## src/rtl/lkvc_pkg.sv

```systemverilog
`timescale 1ns / 1ps
// ----------------------------------------------------------------------------
// lkvc_pkg
// Shared constants and types for the LRU key-value cache.
// ----------------------------------------------------------------------------
package lkvc_pkg;

  localparam int ENTRIES   = 16;
  localparam int IDX_W     = (ENTRIES > 1) ? $clog2(ENTRIES) : 1;
  localparam int AGE_W     = IDX_W;
  localparam int CNT_W     = $clog2(ENTRIES + 1);
  localparam int KEY_W     = 32;
  localparam int VAL_W     = 32;
  localparam int CAP_W     = 5;
  localparam int IN_W      = KEY_W + VAL_W;
  localparam logic [CAP_W-1:0] CAP_RESET = CAP_W'(16);

  localparam logic CMD_GET = 1'b0;
  localparam logic CMD_SET = 1'b1;

  typedef enum logic [1:0] {
    UPD_NONE,
    UPD_HIT,
    UPD_FILL,
    UPD_EVICT
  } upd_t;

  typedef enum logic [1:0] {
    S_IDLE,
    S_LOOKUP,
    S_UPDATE
  } state_t;

  typedef struct packed {
    logic capture;
    logic lookup;
    logic commit;
    logic load_out;
  } ctrl_cmd_t;

  typedef struct packed {
    logic is_get;
  } ctrl_stat_t;

endpackage

```

## src/rtl/lru_key_value_cache_top.sv

```systemverilog
`timescale 1ns / 1ps
// ----------------------------------------------------------------------------
// lru_key_value_cache_top
// Fully associative key-value cache with least-recently-used replacement.
// ----------------------------------------------------------------------------
// Result: a get result is loaded into the output register after the item is
//   accepted, via capture on accept, parallel lookup and table update.
// Flow: a new item is accepted only once the capture/lookup/update sequence
//   is done; a get waits in update while the output register is still full.
// Reset: synchronous; clears valid bits, ages, fill count, output valid and
//   restores the capacity register to 16. Key and data storage is not cleared.
module lru_key_value_cache_top (
  input  logic                        clk,
  input  logic                        rst,
  input  logic                        cfg_valid,
  output logic                        cfg_ready,
  input  logic [lkvc_pkg::CAP_W-1:0]  cfg_data,   // capacity_in_use
  input  logic                        s_tvalid,
  output logic                        s_tready,
  input  logic [lkvc_pkg::IN_W-1:0]   s_tdata,    // key[31:0], value[63:32]
  input  logic                        s_tuser,    // command
  output logic                        m_tvalid,
  input  logic                        m_tready,
  output logic [lkvc_pkg::VAL_W-1:0]  m_tdata,    // read_value[31:0]
  output logic                        m_tuser     // hit
);
  import lkvc_pkg::*;

  ctrl_cmd_t  cmd;
  ctrl_stat_t stat;

  assign cfg_ready = 1'b1;

  lkvc_ctrl u_ctrl (
    .clk      (clk),
    .rst      (rst),
    .s_tvalid (s_tvalid),
    .s_tready (s_tready),
    .m_tvalid (m_tvalid),
    .m_tready (m_tready),
    .stat     (stat),
    .cmd      (cmd)
  );

  lkvc_datapath u_datapath (
    .clk       (clk),
    .rst       (rst),
    .cmd       (cmd),
    .stat      (stat),
    .cfg_valid (cfg_valid),
    .cfg_data  (cfg_data),
    .s_tdata   (s_tdata),
    .s_tuser   (s_tuser),
    .m_tdata   (m_tdata),
    .m_tuser   (m_tuser)
  );

  a_busy_after_accept: assert property (@(posedge clk) disable iff (rst)
    (s_tvalid && s_tready) |=> !s_tready)
    else $error("input ready right after accepting an item");

  a_miss_reads_zero: assert property (@(posedge clk) disable iff (rst)
    (m_tvalid && !m_tuser) |-> (m_tdata == '0))
    else $error("miss result carries nonzero data");

  a_set_no_result: assert property (@(posedge clk) disable iff (rst)
    (s_tvalid && s_tready && s_tuser == CMD_SET && !m_tvalid) |=> ##2 !$rose(m_tvalid))
    else $error("set item produced a result");

endmodule

```

## src/rtl/lkvc_ctrl.sv

```systemverilog
`timescale 1ns / 1ps
// ----------------------------------------------------------------------------
// lkvc_ctrl
// Request sequencer: capture, lookup, update, and output register handshake.
// ----------------------------------------------------------------------------
module lkvc_ctrl (
  input  logic                clk,
  input  logic                rst,
  input  logic                s_tvalid,
  output logic                s_tready,
  output logic                m_tvalid,
  input  logic                m_tready,
  input  lkvc_pkg::ctrl_stat_t stat,
  output lkvc_pkg::ctrl_cmd_t  cmd
);
  import lkvc_pkg::*;

  state_t state, state_next;
  logic   out_valid;

  always_ff @(posedge clk) begin
    if (rst) begin
      state <= S_IDLE;
    end else begin
      state <= state_next;
    end
  end

  always_comb begin
    state_next = state;
    cmd        = '0;
    s_tready   = 1'b0;
    case (state)
      S_IDLE: begin
        s_tready = 1'b1;
        if (s_tvalid) begin
          cmd.capture = 1'b1;
          state_next  = S_LOOKUP;
        end
      end
      S_LOOKUP: begin
        cmd.lookup = 1'b1;
        state_next = S_UPDATE;
      end
      S_UPDATE: begin
        // a get waits for room in the output register
        if (!(stat.is_get && out_valid && !m_tready)) begin
          cmd.commit   = 1'b1;
          cmd.load_out = stat.is_get;
          state_next   = S_IDLE;
        end
      end
      default: begin
        state_next = S_IDLE;
      end
    endcase
  end

  always_ff @(posedge clk) begin
    if (rst) begin
      out_valid <= 1'b0;
    end else if (cmd.load_out) begin
      out_valid <= 1'b1;
    end else if (m_tready) begin
      out_valid <= 1'b0;
    end
  end

  assign m_tvalid = out_valid;

endmodule

```

## src/rtl/lkvc_datapath.sv

```systemverilog
`timescale 1ns / 1ps
// ----------------------------------------------------------------------------
// lkvc_datapath
// Entry table, parallel key match, free/victim select and age update.
// ----------------------------------------------------------------------------
module lkvc_datapath (
  input  logic                        clk,
  input  logic                        rst,
  input  lkvc_pkg::ctrl_cmd_t         cmd,
  output lkvc_pkg::ctrl_stat_t        stat,
  input  logic                        cfg_valid,
  input  logic [lkvc_pkg::CAP_W-1:0]  cfg_data,
  input  logic [lkvc_pkg::IN_W-1:0]   s_tdata,
  input  logic                        s_tuser,
  output logic [lkvc_pkg::VAL_W-1:0]  m_tdata,
  output logic                        m_tuser
);
  import lkvc_pkg::*;

  logic [KEY_W-1:0] entry_key  [ENTRIES];
  logic [VAL_W-1:0] entry_data [ENTRIES];
  logic             entry_valid[ENTRIES];
  logic [AGE_W-1:0] entry_age  [ENTRIES];
  logic [CNT_W-1:0] fill_count;
  logic [CAP_W-1:0] capacity;

  logic             req_cmd;
  logic [KEY_W-1:0] req_key;
  logic [VAL_W-1:0] req_value;

  upd_t             upd_kind;
  logic [IDX_W-1:0] upd_idx;
  logic [CNT_W-1:0] upd_thresh;

  logic [VAL_W-1:0] out_value;
  logic             out_hit;

  // lookup logic
  logic             hit_any, free_any;
  logic [IDX_W-1:0] hit_idx, free_idx, victim_idx;
  logic [CNT_W-1:0] eff_cap;
  upd_t             kind_next;
  logic [IDX_W-1:0] idx_next;
  logic [CNT_W-1:0] thresh_next;

  always_ff @(posedge clk) begin
    if (rst) begin
      capacity <= CAP_RESET;
    end else if (cfg_valid) begin
      capacity <= cfg_data;
    end
  end

  always_ff @(posedge clk) begin
    if (cmd.capture) begin
      req_cmd   <= s_tuser;
      req_key   <= s_tdata[KEY_W-1:0];
      req_value <= s_tdata[IN_W-1:KEY_W];
    end
  end

  always_comb begin
    if (capacity == '0) begin
      eff_cap = CNT_W'(1);
    end else if (32'(capacity) > 32'(ENTRIES)) begin
      eff_cap = CNT_W'(ENTRIES);
    end else begin
      eff_cap = CNT_W'(capacity);
    end
  end

  always_comb begin
    hit_any    = 1'b0;
    free_any   = 1'b0;
    hit_idx    = '0;
    free_idx   = '0;
    victim_idx = '0;
    for (int i = ENTRIES - 1; i >= 0; i--) begin
      if (entry_valid[i] && entry_key[i] == req_key) begin
        hit_any = 1'b1;
        hit_idx = IDX_W'(i);
      end
      if (!entry_valid[i]) begin
        free_any = 1'b1;
        free_idx = IDX_W'(i);
      end
      // ages form a permutation, the oldest is fill_count - 1
      if (entry_valid[i] && CNT_W'(entry_age[i]) == fill_count - CNT_W'(1)) begin
        victim_idx = IDX_W'(i);
      end
    end
  end

  always_comb begin
    kind_next   = UPD_NONE;
    idx_next    = hit_idx;
    thresh_next = CNT_W'(entry_age[hit_idx]);
    if (hit_any) begin
      kind_next = UPD_HIT;
    end else if (req_cmd == CMD_SET) begin
      if (fill_count < eff_cap && free_any) begin
        kind_next   = UPD_FILL;
        idx_next    = free_idx;
        thresh_next = fill_count;
      end else begin
        kind_next   = UPD_EVICT;
        idx_next    = victim_idx;
        thresh_next = CNT_W'(entry_age[victim_idx]);
      end
    end
  end

  always_ff @(posedge clk) begin
    if (rst) begin
      upd_kind <= UPD_NONE;
    end else if (cmd.lookup) begin
      upd_kind <= kind_next;
    end
  end

  always_ff @(posedge clk) begin
    if (cmd.lookup) begin
      upd_idx    <= idx_next;
      upd_thresh <= thresh_next;
    end
  end

  assign stat.is_get = (req_cmd == CMD_GET);

  always_ff @(posedge clk) begin
    if (rst) begin
      fill_count <= '0;
      for (int i = 0; i < ENTRIES; i++) begin
        entry_valid[i] <= 1'b0;
        entry_age[i]   <= '0;
      end
    end else if (cmd.commit && upd_kind != UPD_NONE) begin
      for (int i = 0; i < ENTRIES; i++) begin
        if (IDX_W'(i) == upd_idx) begin
          entry_age[i] <= '0;
        end else if (entry_valid[i] && CNT_W'(entry_age[i]) < upd_thresh) begin
          entry_age[i] <= entry_age[i] + AGE_W'(1);
        end
      end
      if (upd_kind == UPD_FILL) begin
        entry_valid[upd_idx] <= 1'b1;
        fill_count           <= fill_count + CNT_W'(1);
      end
    end
  end

  always_ff @(posedge clk) begin
    if (cmd.commit && req_cmd == CMD_SET) begin
      case (upd_kind)
        UPD_HIT: begin
          entry_data[upd_idx] <= req_value;
        end
        UPD_FILL, UPD_EVICT: begin
          entry_key[upd_idx]  <= req_key;
          entry_data[upd_idx] <= req_value;
        end
        default: begin
        end
      endcase
    end
  end

  always_ff @(posedge clk) begin
    if (cmd.load_out) begin
      out_hit   <= (upd_kind == UPD_HIT);
      out_value <= (upd_kind == UPD_HIT) ? entry_data[upd_idx] : '0;
    end
  end

  assign m_tdata = out_value;
  assign m_tuser = out_hit;

endmodule

```

## config.mk

```make
export PLATFORM = sky130hd
export DESIGN_NAME = lru_key_value_cache_top
export DESIGN_NICKNAME = d
export VERILOG_FILES = /design/src/rtl/lkvc_pkg.sv /design/src/rtl/lru_key_value_cache_top.sv /design/src/rtl/lkvc_ctrl.sv /design/src/rtl/lkvc_datapath.sv
export SDC_FILE = /design/constraint.sdc
export NUM_CORES = 2
export LEC_CHECK = 0
export BUFFER_PORTS_ARGS = -buffer_cell sky130_fd_sc_hd__buf_2
export CAP_MARGIN = 20
export CORE_MARGIN = 4
export CORE_UTILIZATION = 65
export CTS_BUF_LIST = sky130_fd_sc_hd__clkbuf_4
export DETAILED_ROUTE_END_ITERATION = 10
export MAX_ROUTING_LAYER = met4
export PLACE_DENSITY = 0.82
export SLEW_MARGIN = 0
export SYNTH_ARGS = -nofsm -noshare
export SYNTH_HDL_FRONTEND = slang
export SYNTH_HIERARCHICAL = 1
export SYNTH_SLANG_ARGS = --single-unit
```

## constraint.sdc

```tcl
create_clock -name clk -period 7.9 [get_ports clk]
set_clock_uncertainty 0.2 [all_clocks]
set_input_delay 0.79 -clock clk [delete_from_list [all_inputs] [get_ports clk]]
set_output_delay 0.79 -clock clk [all_outputs]
set_load 0.05 [all_outputs]
```

==> run metrics <==
main combinational cell family by area after synthesis XOR/XNOR gates; Synth async-reset ratio 0%; Reg clk slew, reported paths roughly 0.070 ns; Setup violations, final 0; Core Box Area 82,400 sq um; TritonCTS buffer count around 310; Initial Util around two thirds; CP endpoint kind flip-flop; antenna violations before repair 10; Synth area leaders edfxtp_1 (66%), mux4_2 (6.6%), xor2_1 (5.4%), xnor2_1 (4.3%), ha_1 (1.6%); Routability Congestion around 0.98; sequential-to-total area share from yosys stat between 60 and 70%; Max Cap Viol 0; CTS tree done; area share of and/or/nand/nor cells after synthesis 8.47%; die height roughly 300 um; Multi-input gate area between 15,000 and 20,000 sq um; Synthesized Nets 3,507; xor/xnor cell area share of the yosys netlist between 10% and 20%; Slew headroom 21.7%; final hold violation count 0; Iter 0 DRT Violations ~5,200; PortBufs roughly 110; Clock Sinks roughly 1,200; RSZ-0062 raised after global routing false; Post-synth top cells edfxtp_1 (1,195), xor2_1 (332), xnor2_1 (268), nor2_1 (163), mux4_2 (160); die width ~300 um; number of synthesized flops with an enable pin 1,195; WL/cell roughly 31 um; Synth top area share around 66%; clk_lat worst skew roughly 1.3 ns; Root Driver clkbuf_4; Detail Placement HPWL between 90,000 and 100,000 um; Final nets slightly below 4,000; slew of the pin with the lowest slew margin 1.17 ns; DRT antenna net count 0; top-level I/O count 111; Final Max Tran Viols 0; CTS Hold Bufs just under 80; CTS Buffer Depth 4; Arr. time, crit path between 6 and 7 ns; placed cells 4,505; Mapped Area 54,300 sq um; # rows about 110; worst setup path class reg -> reg; Most used DFF post-synth edfxtp_1; maximum vdd ir drop around 220 uV; Post-Synth Adder-Cell Area around 1.6%; H-tree depth 5; GRT Residual Overflow 0; worst-path fanout max 17; Non-Filler Instances just over 5,000; most frequent cell after synthesis edfxtp_1; Total GRT Usage 37.1%; Compound-Gate Fraction of Synth Area ~2.7%; Yosys warning count 6; vias in the first global route 35,300; DIE AREA just under 90,000 sq um; largest net degree at the start of global routing between 100 and 150; Area growth, synth to finish 12.4%; FF/Latch Area about 37,000 sq um; post_cts resized 0; number of library cell types mapped by synthesis 80; Synth Register Bits between 1,000 and 1,500; Hold WC Path Type in -> reg; DRT Wirelength ~160,000 um; setup tns final 0 ns; first-pass GRT wire length between 200,000 and 250,000 um; PwrDens 218 nW/um^2; vias per inst 6.76; Setup Fix Bufs, Post-CTS 0; status completed; Synth Instances roughly 3,400; fillers about 4,700; Max Clk Rate about 0.18 GHz; layout cell share with drive strength beyond 1 a little under a quarter; area leader, netlist edfxtp_1; multiplexer share of the synthesized area a little under 8%; drt first pass iters 7; fin crit share 70.6%; syn avg cell area 16.1 sq um; Pleak about 21 nW; minimum clock period between 5 and 6 ns; routed vias about 35,000; WP data required roughly 8.7 ns; Worst setup SP type flip-flop; DR DRC count 0
-- worst max-delay path, stage by stage (launching register included) --
cell and delay (ns):
edfxtp_1 1.11, buf_4 0.48, xnor2_1 0.19, nand4_1 0.11, or3b_1 0.36, or3_1 0.44
and2_0 0.26, a311o_1 0.47, and2_1 0.40, nor4b_1 0.91, a221oi_1 0.26, nand4_1 0.17
-- kinds of logic (layout without fill, tap and decap cells) --
kind of cell,Yosys count,in the layout
compound gates,212,212
other cells,1,23
mux,225,225
buf+inv,182,843
simple gates,830,830
xor+xnor,616,616
flops,1226,1226
fa+ha+maj,70,70
-- power by group --
part	switching, mW	internal, mW	total, mW
logic	0.466	0.273	0.739
registers	0.117	7.19	7.31
clock network	2.57	2.67	5.24
total	3.16	10.1	13.3
-- worst paths after layout --
path / startpoint / end / slack [ns] / cells after the start
worst min register to register: u_datapath/entry_valid[12]$_DFF_P_ / u_datapath/entry_valid[12]$_DFF_P_ / 0.29 / 2
worst max register to register: u_datapath/req_key[8]$_DFFE_PP_ / u_datapath/upd_thresh[0]$_DFFE_PP_ / 2.32 / 11
worst min-delay path: s_tdata[56] / u_datapath/req_value[24]$_DFFE_PP_ / 0.07 / 2
worst max-delay path: u_datapath/req_key[8]$_DFFE_PP_ / u_datapath/upd_thresh[0]$_DFFE_PP_ / 2.32 / 11
-- sequential cells by signal (all words and copies together), names as in the netlist, 16 cells and up --
register and flops:
u_datapath/req_value 32, u_datapath/entry_key 512, u_datapath/entry_valid 16, u_datapath/entry_data 512, u_datapath/m_tdata 32, u_datapath/entry_age 64
u_datapath/req_key 32
-- placed cells by master (no fill, tap or decap), drive strengths merged, types with 9 or more instances in the layout --
cell type       n
edfxtp       1195
xor2          333
nand3          73
dfxtp          31
nor3b          10
clkbuf        453
buf           221
ha             70
nor2          163
a211oi         10
xnor2         269
nand4b         12
o211ai         15
o2111ai        18
mux2           21
a21oi          66
nor4          142
nor4b          12
nand4         125
o21ai          14
diode          22
and3           19
dlygate4sd3    79
xnor3          14
nand2b         40
and2           36
clkinv         48
nor3           39
or3b            9
nand2          97
a21o           35
nor2b          18
mux2i          44
mux4          160
inv            39
-- area by class of cell --
cell class,count,share of cell area (%)
Antenna cell,22,0.0902
Sequential cell,1226,59.8
Tap cell,1070,2.19
Inverter,35,0.215
Timing Repair Buffer,300,3.70
Clock inverter,55,0.447
Clock buffer,453,5.57
Multi-Input combinational cell,1954,27.9
-- per-stage QoR --
stage / hold slack (ns) / total power [mW] / util, % / setup WS, ns / instance area [sq um]
final: 0.0692 / 13.3 / 74.1 / 2.32 / 61000
after global routing: -0.0457 / 13.8 / 74.1 / 2.34 / 61000
after CTS: 0.0470 / 13.2 / 74.0 / 2.51 / 60900
after detailed placement: 0.275 / 8.11 / 68.5 / 2.60 / 56500
after global placement: 0.249 / 8.08 / 68.5 / 2.61 / 56400
after floorplan: 0.261 / 7.84 / - / 1.59 / 54300
-- metal layers --
layer	track usage (%)	up-vias	share of wire (%)
met4	17.6	0	5.2
met5	-	-	0
met1	47.6	16900	35
met2	56.4	2965	47
li1	-	14200	-
met3	9.28	552	13
No activity file was read; power rests on OpenSTA's default activity.
